**config.mk**
```make
export PLATFORM = sky130hd
export DESIGN_NAME = sequence_period_detector_flat
export DESIGN_NICKNAME = d
export VERILOG_FILES = /design/src/sv/spd_pkg.sv /design/src/sv/spd_if.sv /design/src/sv/spd_ram.sv /design/src/sv/sequence_period_detector.sv /design/src/flat_wrapper.sv
export SDC_FILE = /design/constraint.sdc
export NUM_CORES = 2
export LEC_CHECK = 0
export ABC_AREA = 0
export BUFFER_PORTS_ARGS = -buffer_cell sky130_fd_sc_hd__buf_2
export CORE_UTILIZATION = 41
export CTS_CLUSTER_SIZE = 12
export DETAILED_ROUTE_END_ITERATION = 8
export PLACE_DENSITY = 0.63
export SYNTH_ARGS = -nofsm -noshare
export SYNTH_HDL_FRONTEND = slang
export SYNTH_SLANG_ARGS = --single-unit
export TNS_END_PERCENT = 50
```
**constraint.sdc**
```tcl
create_clock -name clk -period 8.34 [get_ports clk]
set_input_delay 1.251 -clock clk [delete_from_list [all_inputs] [get_ports clk]]
set_output_delay 1.251 -clock clk [all_outputs]
set_load 0.05 [all_outputs]
```
**src/sv/spd_pkg.sv**
```systemverilog
// shared constants, register codes and address helpers for the sequence period detector
// no dependencies
package spd_pkg;

	localparam int HIST_DEPTH = 64;
	localparam int HIST_AW    = $clog2(HIST_DEPTH);
	localparam int FILL_W     = $clog2(HIST_DEPTH + 1);
	localparam int SYM_W      = 16;
	localparam int PAT_DEPTH  = 32;
	localparam int PAT_AW     = $clog2(PAT_DEPTH);
	localparam int CFG_W      = 7;
	localparam int CFG_IDX_W  = 2;

	localparam logic [CFG_IDX_W-1:0] REG_MIN_PERIOD     = 2'd0;
	localparam logic [CFG_IDX_W-1:0] REG_CONFIRM_CYCLES = 2'd1;

	localparam logic CMD_OBSERVE = 1'b0;
	localparam logic CMD_CLEAR   = 1'b1;

	// oldest-entry slot of the circular history
	function automatic logic [HIST_AW-1:0] hist_base(input logic [HIST_AW-1:0] wptr,
	                                                 input logic [FILL_W-1:0] fill);
		logic [FILL_W:0] t;
		t = {2'b00, wptr} + (FILL_W+1)'(HIST_DEPTH) - {1'b0, fill};
		if (t >= (FILL_W+1)'(HIST_DEPTH)) t = t - (FILL_W+1)'(HIST_DEPTH);
		return t[HIST_AW-1:0];
	endfunction

	// physical slot of logical entry k (0 is oldest)
	function automatic logic [HIST_AW-1:0] hist_phys(input logic [HIST_AW-1:0] base,
	                                                 input logic [FILL_W-1:0] k);
		logic [FILL_W:0] t;
		t = {2'b00, base} + {1'b0, k};
		if (t >= (FILL_W+1)'(HIST_DEPTH)) t = t - (FILL_W+1)'(HIST_DEPTH);
		return t[HIST_AW-1:0];
	endfunction

endpackage

```
**src/sv/spd_if.sv**
```systemverilog
// valid/ready channel interfaces for symbol transactions and result transactions
// depends on spd_pkg
interface spd_req_if;
	logic                     valid;
	logic                     ready;
	logic                     cmd;
	logic [spd_pkg::SYM_W-1:0] symbol_id;
	modport source (output valid, output cmd, output symbol_id, input ready);
	modport sink   (input valid, input cmd, input symbol_id, output ready);
endinterface

interface spd_rsp_if;
	logic        valid;
	logic        ready;
	logic        accepted;
	logic        locked;
	logic [5:0]  period;
	logic [31:0] transitions;
	modport source (output valid, output accepted, output locked, output period,
	                output transitions, input ready);
	modport sink   (input valid, input accepted, input locked, input period,
	                input transitions, output ready);
endinterface

```
**src/sv/spd_ram.sv**
```systemverilog
// generic single-write, single-read ram with registered read data
// no dependencies
module spd_ram #(
	parameter int WIDTH = 16,
	parameter int DEPTH = 64
) (
	input  logic                     clk,
	input  logic                     we,
	input  logic [$clog2(DEPTH)-1:0] waddr,
	input  logic [WIDTH-1:0]         wdata,
	input  logic [$clog2(DEPTH)-1:0] raddr,
	output logic [WIDTH-1:0]         rdata
);
	logic [WIDTH-1:0] mem [DEPTH];

	always_ff @(posedge clk) begin
		if (we) mem[waddr] <= wdata;
		rdata <= mem[raddr];
	end
endmodule

```
**src/sv/sequence_period_detector.sv**
```systemverilog
// top level of the sequence period detector
// depends on spd_pkg, spd_if and spd_ram
//
// Symbol transactions enter on req one at a time; each gives one result transaction on rsp.
// A clear or a repeated symbol goes straight to the output state. A new symbol while locked
// is checked against the pattern (one pattern ram read). Otherwise the period search runs:
// for each candidate period p from min_period upward it streams p*(confirm_cycles-1)
// pairwise comparisons of history entries that lie p apart, one per cycle through two
// copies of the history ram, ending early at the first mismatch; on success the first p
// entries of the compared window are copied into the pattern ram.
// No clearing pass after reset.
module sequence_period_detector (
	input  logic                           clk,
	input  logic                           arst_n,
	input  logic                           cfg_we,
	input  logic [spd_pkg::CFG_IDX_W-1:0]  cfg_idx,
	input  logic [spd_pkg::CFG_W-1:0]      cfg_data,
	spd_req_if.sink                        req,
	spd_rsp_if.source                      rsp
);
	localparam logic [2:0] ST_IDLE = 3'd0;
	localparam logic [2:0] ST_PCHK = 3'd1;
	localparam logic [2:0] ST_SP   = 3'd2;
	localparam logic [2:0] ST_SCAN = 3'd3;
	localparam logic [2:0] ST_COPY = 3'd4;
	localparam logic [2:0] ST_OUT  = 3'd5;

	logic [2:0] state_q;

	// configuration
	logic [spd_pkg::CFG_W-1:0] min_period_q, confirm_q;
	logic [6:0] mp_eff, cc_eff;

	// tracking state
	logic [spd_pkg::SYM_W-1:0]   prev_sym_q, sym_q;
	logic                        prev_valid_q;
	logic [spd_pkg::HIST_AW-1:0] wptr_q;
	logic [spd_pkg::FILL_W-1:0]  fill_q;
	logic [5:0]                  len_q;
	logic [spd_pkg::PAT_AW-1:0]  pos_q;
	logic                        lock_q;
	logic [31:0]                 count_q;
	logic                        acc_q;

	// search state
	logic [6:0]                  p_q;
	logic [spd_pkg::FILL_W-1:0]  start_q, j_q;
	logic [5:0]                  i_q;
	logic                        rd_v_s1, cp_v_s1;
	logic [spd_pkg::PAT_AW-1:0]  cpi_s1;

	// output register
	logic        out_valid_q, out_acc_q, out_lock_q;
	logic [5:0]  out_period_q;
	logic [31:0] out_trans_q;

	logic accept, repeat_sym, out_load;
	logic [13:0] prod;
	logic [spd_pkg::HIST_AW-1:0] base, ha_raddr, hb_raddr;
	logic [spd_pkg::SYM_W-1:0]   ha_data, hb_data, pat_data;
	logic [spd_pkg::FILL_W-1:0]  j_back, copy_k;
	logic                        hist_we;

	assign mp_eff = (min_period_q == '0) ? 7'd1 : min_period_q;
	assign cc_eff = (confirm_q < 7'd2) ? 7'd2 : confirm_q;
	assign prod   = {7'b0, p_q} * {7'b0, cc_eff};

	assign req.ready  = (state_q == ST_IDLE);
	assign accept     = req.valid && req.ready;
	assign repeat_sym = prev_valid_q && (prev_sym_q == req.symbol_id);
	assign hist_we    = accept && (req.cmd == spd_pkg::CMD_OBSERVE) && !repeat_sym;
	// result moves into the output register once that is free
	assign out_load   = (state_q == ST_OUT) && (!out_valid_q || rsp.ready);

	// history addresses: scan compares entry j with entry j-p, copy reads start+i
	assign base   = spd_pkg::hist_base(wptr_q, fill_q);
	assign j_back = j_q - p_q[spd_pkg::FILL_W-1:0];
	assign copy_k = start_q + spd_pkg::FILL_W'(i_q);

	always_comb begin
		ha_raddr = spd_pkg::hist_phys(base, j_q);
		hb_raddr = spd_pkg::hist_phys(base, j_back);
		if (state_q == ST_COPY) ha_raddr = spd_pkg::hist_phys(base, copy_k);
	end

	spd_ram #(.WIDTH(spd_pkg::SYM_W), .DEPTH(spd_pkg::HIST_DEPTH)) u_hist_a (
		.clk(clk), .we(hist_we), .waddr(wptr_q), .wdata(req.symbol_id),
		.raddr(ha_raddr), .rdata(ha_data)
	);
	spd_ram #(.WIDTH(spd_pkg::SYM_W), .DEPTH(spd_pkg::HIST_DEPTH)) u_hist_b (
		.clk(clk), .we(hist_we), .waddr(wptr_q), .wdata(req.symbol_id),
		.raddr(hb_raddr), .rdata(hb_data)
	);
	spd_ram #(.WIDTH(spd_pkg::SYM_W), .DEPTH(spd_pkg::PAT_DEPTH)) u_pat (
		.clk(clk), .we(cp_v_s1), .waddr(cpi_s1), .wdata(ha_data),
		.raddr(pos_q), .rdata(pat_data)
	);

	// configuration writes
	always_ff @(posedge clk or negedge arst_n) begin
		if (!arst_n) begin
			min_period_q <= 7'd1;
			confirm_q    <= 7'd2;
		end else if (cfg_we) begin
			unique case (cfg_idx)
				spd_pkg::REG_MIN_PERIOD:     min_period_q <= cfg_data;
				spd_pkg::REG_CONFIRM_CYCLES: confirm_q    <= cfg_data;
				default: ;
			endcase
		end
	end

	always_ff @(posedge clk or negedge arst_n) begin
		if (!arst_n) begin
			state_q      <= ST_IDLE;
			prev_sym_q   <= '0;
			prev_valid_q <= 1'b0;
			wptr_q       <= '0;
			fill_q       <= '0;
			len_q        <= '0;
			pos_q        <= '0;
			lock_q       <= 1'b0;
			count_q      <= '0;
			acc_q        <= 1'b0;
			rd_v_s1      <= 1'b0;
			cp_v_s1      <= 1'b0;
			out_valid_q  <= 1'b0;
		end else begin
			if (rsp.ready && !out_load) out_valid_q <= 1'b0;
			unique case (state_q)
				ST_IDLE: begin
					if (accept) begin
						if (req.cmd == spd_pkg::CMD_CLEAR) begin
							acc_q        <= 1'b0;
							prev_sym_q   <= '0;
							prev_valid_q <= 1'b0;
							wptr_q       <= '0;
							fill_q       <= '0;
							len_q        <= '0;
							pos_q        <= '0;
							lock_q       <= 1'b0;
							count_q      <= '0;
							state_q      <= ST_OUT;
						end else if (repeat_sym) begin
							acc_q   <= 1'b0;
							state_q <= ST_OUT;
						end else begin
							// record the new symbol
							acc_q        <= 1'b1;
							sym_q        <= req.symbol_id;
							prev_sym_q   <= req.symbol_id;
							prev_valid_q <= 1'b1;
							if (count_q != 32'hFFFF_FFFF) count_q <= count_q + 32'd1;
							wptr_q <= (wptr_q == spd_pkg::HIST_AW'(spd_pkg::HIST_DEPTH - 1)) ?
							          '0 : wptr_q + 1'b1;
							if (fill_q != spd_pkg::FILL_W'(spd_pkg::HIST_DEPTH))
								fill_q <= fill_q + 1'b1;
							p_q     <= mp_eff;
							state_q <= lock_q ? ST_PCHK : ST_SP;
						end
					end
				end
				ST_PCHK: begin
					if (pat_data == sym_q) begin
						pos_q   <= (6'(pos_q) + 6'd1 >= len_q) ? '0 : pos_q + 1'b1;
						state_q <= ST_OUT;
					end else begin
						// mismatch drops the lock and searches again
						lock_q  <= 1'b0;
						len_q   <= '0;
						pos_q   <= '0;
						state_q <= ST_SP;
					end
				end
				ST_SP: begin
					if (p_q > 7'(spd_pkg::PAT_DEPTH) || prod > 14'(fill_q)) begin
						state_q <= ST_OUT;
					end else begin
						start_q <= fill_q - prod[spd_pkg::FILL_W-1:0];
						j_q     <= fill_q - prod[spd_pkg::FILL_W-1:0] +
						           p_q[spd_pkg::FILL_W-1:0];
						state_q <= ST_SCAN;
					end
				end
				ST_SCAN: begin
					if (rd_v_s1 && ha_data != hb_data) begin
						p_q     <= p_q + 7'd1;
						rd_v_s1 <= 1'b0;
						state_q <= ST_SP;
					end else if (j_q < fill_q) begin
						j_q     <= j_q + 1'b1;
						rd_v_s1 <= 1'b1;
					end else if (!rd_v_s1) begin
						i_q     <= '0;
						state_q <= ST_COPY;
					end else begin
						rd_v_s1 <= 1'b0;
					end
				end
				ST_COPY: begin
					if (7'(i_q) < p_q) begin
						cpi_s1  <= i_q[spd_pkg::PAT_AW-1:0];
						cp_v_s1 <= 1'b1;
						i_q     <= i_q + 6'd1;
					end else begin
						cp_v_s1 <= 1'b0;
						if (!cp_v_s1) begin
							lock_q  <= 1'b1;
							len_q   <= p_q[5:0];
							pos_q   <= '0;
							state_q <= ST_OUT;
						end
					end
				end
				ST_OUT: begin
					// hand the result to the output register once it is free
					if (out_load) begin
						out_valid_q  <= 1'b1;
						out_acc_q    <= acc_q;
						out_lock_q   <= lock_q;
						out_period_q <= lock_q ? len_q : 6'd0;
						out_trans_q  <= count_q;
						state_q      <= ST_IDLE;
					end
				end
				default: state_q <= ST_IDLE;
			endcase
		end
	end

	assign rsp.valid       = out_valid_q;
	assign rsp.accepted    = out_acc_q;
	assign rsp.locked      = out_lock_q;
	assign rsp.period      = out_period_q;
	assign rsp.transitions = out_trans_q;
endmodule
```
**src/flat_wrapper.sv**
```systemverilog
// flat-port wrapper written by rule: the top's interface ports become plain ports
module sequence_period_detector_flat 
  (clk, arst_n, cfg_we, cfg_idx, cfg_data, req_valid, req_cmd, req_symbol_id, req_ready, rsp_valid, rsp_accepted, rsp_locked, rsp_period, rsp_transitions, rsp_ready);
  spd_req_if req_i ();
  spd_rsp_if rsp_i ();
  input  logic clk;
  input  logic arst_n;
  input  logic cfg_we;
  input  logic [spd_pkg::CFG_IDX_W-1:0] cfg_idx;
  input  logic [spd_pkg::CFG_W-1:0] cfg_data;
  input wire logic [$bits(req_i.valid)-1:0] req_valid;
  input wire logic [$bits(req_i.cmd)-1:0] req_cmd;
  input wire logic [$bits(req_i.symbol_id)-1:0] req_symbol_id;
  output wire logic [$bits(req_i.ready)-1:0] req_ready;
  output wire logic [$bits(rsp_i.valid)-1:0] rsp_valid;
  output wire logic [$bits(rsp_i.accepted)-1:0] rsp_accepted;
  output wire logic [$bits(rsp_i.locked)-1:0] rsp_locked;
  output wire logic [$bits(rsp_i.period)-1:0] rsp_period;
  output wire logic [$bits(rsp_i.transitions)-1:0] rsp_transitions;
  input wire logic [$bits(rsp_i.ready)-1:0] rsp_ready;
  assign req_i.valid = req_valid;
  assign req_i.cmd = req_cmd;
  assign req_i.symbol_id = req_symbol_id;
  assign req_ready = req_i.ready;
  assign rsp_valid = rsp_i.valid;
  assign rsp_accepted = rsp_i.accepted;
  assign rsp_locked = rsp_i.locked;
  assign rsp_period = rsp_i.period;
  assign rsp_transitions = rsp_i.transitions;
  assign rsp_i.ready = rsp_ready;
  sequence_period_detector u_core (.clk(clk), .arst_n(arst_n), .cfg_we(cfg_we), .cfg_idx(cfg_idx), .cfg_data(cfg_data), .req(req_i), .rsp(rsp_i));
endmodule
```
# --- Word level (Yosys, flattened, before mapping) ---
# Memory sizes are Yosys's and may differ from the RTL's. A register that Yosys moved wholly into a read port is not among the register bits.
# Cells that the tools add are included.
word_totals:
  regBits: 183
  latch_bits: 0
  ramBits: 2560
  mem_bits_ro: 0
  input_bits: 31
  out_inout_bits: 42
  n_memories: 3
mem_list:
  columns: ["name", "words", "word_bits", "rd", "rd_ports_with_merged_regs", "wr", "line", "source"]
  rows:
  - ["u_core.u_hist_a.mem", 64, 16, 1, 1, 1, "spd_ram.sv:14", "logic [WIDTH-1:0] mem [DEPTH];"]
  - ["u_core.u_hist_b.mem", 64, 16, 1, 1, 1, "spd_ram.sv:14", null]
  - ["u_core.u_pat.mem", 32, 16, 1, 1, 1, "spd_ram.sv:14", null]
op_classes:
  add_sub_neg: 21
  multipliers: 1
  n_div: 0
  magnitude_cmp: 10
  eq_ne: 30
  n_shift: 0
  mux: 78
  n_bitwise: 3
  reduce_logical: 37
op_table:
  columns: ["cell", "n"]
  rows:
  - ["6-bit 2-to-1 mux", 17]
  - ["32-bit 2-to-1 mux", 3]
  - ["7-bit 2-to-1 mux", 12]
  - ["3-bit 2-to-1 mux", 11]
  - ["32-bit by 1-bit adder with 32-bit output (second input constant)", 1]
  - ["16-bit == test", 2]
  - ["8-bit by 7-bit greater-or-equal comparator with 1-bit output (second input constant)", 4]
  - ["16-bit 2-to-1 mux", 2]
  - ["32-bit inequality test (second input constant)", 1]
  - ["5-bit 2-to-1 mux", 6]
  - ["7-bit one-hot mux with 2 select lines", 2]
  - ["2-bit inequality test (second input constant)", 13]
  - ["6-bit by 7-bit adder with 8-bit output", 3]
  - ["6-bit AND reduction", 4]
  - ["6-bit by 1-bit subtractor with 6-bit output (second input constant)", 4]
  - ["7-bit by 1-bit adder with 7-bit output (second input constant)", 3]
  - ["1-bit 2-to-1 mux", 19]
  - ["3-bit one-hot mux with 6 select lines", 1]
  - ["6-bit one-hot mux with 3 select lines", 1]
  - ["16-bit inequality test", 1]
  - ["5-bit one-hot mux with 3 select lines", 1]
  - ["5-bit AND reduction", 3]
  - ["14-bit by 7-bit greater-than comparator with 1-bit output", 1]
  - ["7-bit by 7-bit multiplier with 14-bit output", 1]
  - ["other kinds (37)", 64]

# --- Logic depth before layout (Yosys ltp) ---
logic_depth:
  depth_word: 8
  mapped_depth: 22

# --- Hierarchy ---
# A second synthesis with hierarchy kept.
hier_totals:
  hier_cells: 5931
  hier_area_um2: 112541.7
modules_own_cells:
  columns: ["module", "instances", "cells_each", "area_per_inst_um2"]
  rows:
  - ["spd_ram at u_core.u_hist_b", 1, 1829, 40042.2]
  - ["spd_ram at u_core.u_hist_a", 1, 1820, 39978.3]
  - ["spd_ram at u_core.u_pat", 1, 1143, 20535.9]
  - ["sequence_period_detector", 1, 1139, 11985.2]

# --- Worst setup path before layout ---
# Ideal clock, no wire load.
synth_timing:
  path_type: "register -> register"
  from: "reg u_core.confirm_q[1] (netlist name)"
  to: "reg u_core.j_q[0] (netlist name) (enable)"
  setup_time_ns: 0.373
  t_arrival_ns: 5.685
  required_time_ns: 7.967
  path_slack_ns: 2.282
  path_stages_with_launch: 23
  path_buffers: 0
  synth_period_minus_slack_ns: 6.058
  path_cell_list: "dfstp_2 nor2_1 a31oi_1 nor2_1 fa_1 inv_1 fa_1 inv_1 fa_1 inv_1 fa_1 inv_1 ha_1 o21a_1 o31a_1 a21oi_1 ha_1 nand4_1 o311ai_0 and4_1 nand4_1 or4_1 a21oi_1"
synth_via:
  elab_chain_len: 7
synth_lines:
  columns: ["element", "line", "source"]
  rows:
  - ["start: declaration", "sequence_period_detector.sv:31", "logic [spd_pkg::CFG_W-1:0] min_period_q, confirm_q;"]
  - ["start signal: assignment", "sequence_period_detector.sv:107", "spd_pkg::REG_CONFIRM_CYCLES: confirm_q <= cfg_data;"]
  - ["7-bit by 2-bit less-than comparator with 1-bit output", "sequence_period_detector.sv:65", "assign cc_eff = (confirm_q < 7'd2) ? 7'd2 : confirm_q;"]
  - ["7-bit 2-to-1 mux (*)", "sequence_period_detector.sv:65", null]
  - ["7-bit by 7-bit multiplier with 14-bit output (*)", "sequence_period_detector.sv:66", "assign prod = {7'b0, p_q} * {7'b0, cc_eff};"]
  - ["14-bit by 7-bit greater-than comparator with 1-bit output (*)", "sequence_period_detector.sv:176", "if (p_q > 7'(spd_pkg::PAT_DEPTH) || prod > 14'(fill_q)) begin"]
  - ["1-bit logical OR (*)", "sequence_period_detector.sv:176", null]
  - ["2-bit inequality test (no source line) (*)", null, null]
  - ["5-bit AND reduction (no source line) (*)", null, null]
  - ["end signal: assignment", "sequence_period_detector.sv:180", "j_q <= fill_q - prod[spd_pkg::FILL_W-1:0] +"]
  - ["end signal: assignment", "sequence_period_detector.sv:191", "j_q <= j_q + 1'b1;"]
  - ["end: declaration", "sequence_period_detector.sv:47", "logic [spd_pkg::FILL_W-1:0] start_q, j_q;"]
# Mark *: on every way between the ends. The rest lies on a longest branch, timed or not.
# A chain may end at the register's enable or synchronous reset.

# --- Worst setup path in the final report ---
layout_timing:
  from: "reg u_core.confirm_q[6] (netlist name)"
  to: "reg u_core.j_q[4] (netlist name) (enable)"
# Same word-level chain as after synthesis.

==> flow_summary_export.csv <==
group,metric,value,unit
run_status,status,"completed",
grt,grt_pass1_wl,305000,µm
clock_tree,ctsResizeCount,0,
timing,worstMarginPinSlew,1220,ps
grt,grt_max_degree,114,
clock_tree,cts_setup_buffers,0,
clock_tree,clock_latency,840,ps
routing,drc,0,
floorplanning,die_h,444,µm
synth,yosysSeqAreaShare,65.0,%
worst_setup_path,worstRegToRegCells,22,
worst_setup_path,startpoint,"u_core.confirm_q[6]",
floorplanning,rows,161,
clock_tree,root_buffer,"clkbuf_16",
worst_setup_path,r2r_setup_slack,1490,ps
clock_tree,cts_hold_buf,0,
cells_and_area,n_fill_cell,16000,
timing,finalSetupViolations,0,
routing,dr_total_vias,43000,
timing,rsz0062_at_grt,"false",
worst_setup_path,cp-end-kind,"flip-flop",
floorplanning,die_w,444,µm
worst_setup_path,cp_slowest_cell,"or4_1",
synth,ys_seq_elements,1766,
cells_and_area,area_growth,12.3,%
routing,wl_per_cell,29.7,µm
timing,finalWorstSetupSlack,1490,ps
synth,synth_top_flop_cell,"edfxtp_1",
synth,synth_edf_count,1623,
flow_run,cap_violations,0,
placement,gp_congestion,0.828,
timing,max_slew_margin,18.7,%
clock_tree,cts.sink_count,1766,
floorplanning,core,0.193,mm²
floorplanning,start_util,41.4,%
worst_setup_path,crit_required,8780,ps
worst_setup_path,r2r-start,"u_core.confirm_q[6]",
floorplanning,pin_count,73,
routing,avgViaCountPerCell,6.07,
synth,yosysTopAreaCellShare,60.9,%
routing,drtIter0Drc,4944,
timing,fmax,0.146,GHz
worst_setup_path,crit_path_max_incr_delay,680,ps
clock_tree,cts.htree.levels,4,
synth,synth_nets,4405,
placement,port-buffer-count,72,
worst_setup_path,path_cells,"nor2_1 > a31oi_1 > nor2_1 > fa_1 > inv_1 > fa_1 > inv_1 > fa_1 > inv_1 > fa_1 > inv_1 > ha_1 > o21a_1 > o31a_1 > a21oi_1 > ha_1 > nand4_1 > o311ai_0 > and4_1 > nand4_1 > or4_1 > a21oi_1",
worst_setup_path,r2r-end,"u_core.j_q[4]",
synth,yosysTopAreaCell,"edfxtp_1",
timing,fin_skew,35.6,ps
timing,timing.final.hold_violations,0,
synth,ys_warn_count,0,
cells_and_area,fin_nets,4568,
cells_and_area,final_layout_size_suffix_gt1_share,28.8,%
synth,syn_area_per_cell,18.9,µm²
clock_tree,cts_buffer_depth,3,
clock_tree,clk_pin_slew,70,ps
cells_and_area,post-route-util,46.6,%
synth,synthArstFlopShare,5.38,%
routing,drt-total-wl,210000,µm
synth,syn_inst,4241,
timing,finalCritPeriodShare,82.1,%
timing,period_needed,6850,ps
grt,grt_pass1_vias,43200,
min_path,hold_path_class,"primary input to asynchronous set/reset pin",
synth,yosysMostFrequentCell,"edfxtp_1",
timing,fin_setup_tns,0,ps
synth,synth.distinct_cells,79,
grt,antenna_found_initial,9,
worst_setup_path,setup.worst_path.class,"flip-flop to flip-flop",
routing,drt-pass1-iter-count,5,
floorplanning,die_area,0.197,mm²
placement,place_hpwl,121000,µm
routing,ant_nets,0,
worst_setup_path,crit_arrival,7290,ps
clock_tree,numCtsBuffers,184,
worst_setup_path,path_max_fanout,9,
grt,grt_use_total,21.4,%
placement,post-place-ws,1520,ps
synth,synth.top_cells.by_count,"edfxtp_1, mux4_2, mux2i_1, nor2_1, nand2_1",
grt,grt_overflow,0,
synth,syn_area,0.0801,mm²
placement,post_dp_cell_area,0.0842,mm²
cells_and_area,stdcell_area,0.0899,mm²
timing,final_max_slew_viol_count,0,
synth,ys_top_cells_by_area,"edfxtp_1, mux4_2, dfrtp_1, mux2i_1, ha_1",
worst_setup_path,start_kind,"flip-flop",
clock_tree,cts_tree,"done",
## area by class of cell
class / count / area, µm² / area share [%]
flip-flops and latches: 1766 / 52100 / 57.9
clock buffers: 265 / 4990 / 5.55
diodes: 2 / 5.00 / 0.00556
clock inverters: 68 / 766 / 0.851
repair buffers: 224 / 1670 / 1.85
well taps: 2526 / 3160 / 3.51
multi-input cells: 2146 / 27000 / 30.0
inverters: 82 / 308 / 0.342
## metal layers
metal / vias up / GRT usage (%) / part of all wire (%)
li1: 17900 / - / -
met1: 22800 / 30.2 / 41
met2: 1887 / 33.3 / 47
met3: 299 / 4.66 / 8.9
met4: 4 / 6.25 / 2.7
met5: - / 0 / 0.013
## layout by cell type, fill, tap and decap left out, types with 11 or more instances in the layout
cell type / synthesis / layout
o21ai_0: 60 / 60
mux2i_1: 201 / 201
or4_1: 14 / 14
o22ai_1: 20 / 20
nor3_1: 17 / 16
xnor2_1: 87 / 83
nor2_2: 0 / 46
ha_1: 102 / 100
clkinv_1: 2 / 25
xor2_1: 12 / 12
nor2_1: 166 / 102
dfxtp_1: 48 / 48
edfxtp_1: 1623 / 1623
clkinv_2: 0 / 18
or3_1: 13 / 13
fa_1: 31 / 29
clkbuf_1: 132 / 73
nand2_1: 155 / 155
o21ai_1: 42 / 41
a21oi_1: 99 / 99
nand2b_1: 12 / 11
nor2_4: 0 / 18
nand4_1: 31 / 31
a21o_1: 21 / 21
mux2_2: 47 / 47
nor2b_1: 15 / 15
o221ai_1: 48 / 48
inv_1: 79 / 79
nand3_1: 40 / 40
a22o_1: 20 / 20
clkbuf_16: 0 / 184
dfrtp_1: 93 / 90
buf_12: 0 / 13
buf_4: 1 / 140
buf_2: 82 / 71
and2_1: 44 / 44
mux4_2: 704 / 704
nor4_1: 11 / 11
## worst max-delay path: cells and delay by family, from the launching register on
family / cells / cell delay (ps)
fa+ha+maj: 6 / 2750
compound gates: 6 / 1670
simple gates: 6 / 1390
flops: 1 / 460
buf+inv: 4 / 190
## sequential cells by signal (all words and copies together) (netlist names), 16 cells and up
register	cells
u_core.u_hist_b.mem	1024
u_core.u_hist_a.rdata	16
u_core.u_pat.mem	512
u_core.u_hist_b.rdata	16
u_core.sym_q	16
u_core.count_q	32
u_core.prev_sym_q	16
u_core.u_pat.rdata	16
u_core.rsp.transitions	32
## worst max path at each step
stage               depth (start not counted)             to
finish                                     22  u_core.j_q[4]
global route                               22  u_core.j_q[2]
CTS                                        22  u_core.j_q[2]
detailed placement                         22  u_core.j_q[3]
global placement                           22  u_core.j_q[6]
floorplan                                  22  u_core.j_q[0]
## cell families (layout without fill, tap and decap cells)
kind of cell | after synthesis | count (layout) | synth area share [%]
other cells | 0 | 2 | 0
fa+ha+maj | 133 | 133 | 2.37
buf+inv | 329 | 639 | 1.75
xor+xnor | 104 | 104 | 1.20
compound gates | 388 | 388 | 3.17
mux | 954 | 954 | 23.0
flops | 1766 | 1766 | 65.0
simple gates | 567 | 567 | 3.46
## through the flow
stage | instances | hold WS [ps]
2_1_floorplan | 4241 | 426
3_3_place_gp | 6744 | 439
3_5_place_dp | 6744 | 441
4_1_cts | 7077 | 401
5_1_grt | 7078 | 442
6_report | 7079 | 430
Power is not shown: default switching activity piles up to over one toggle a cycle in this logic, so the estimate is an artifact.
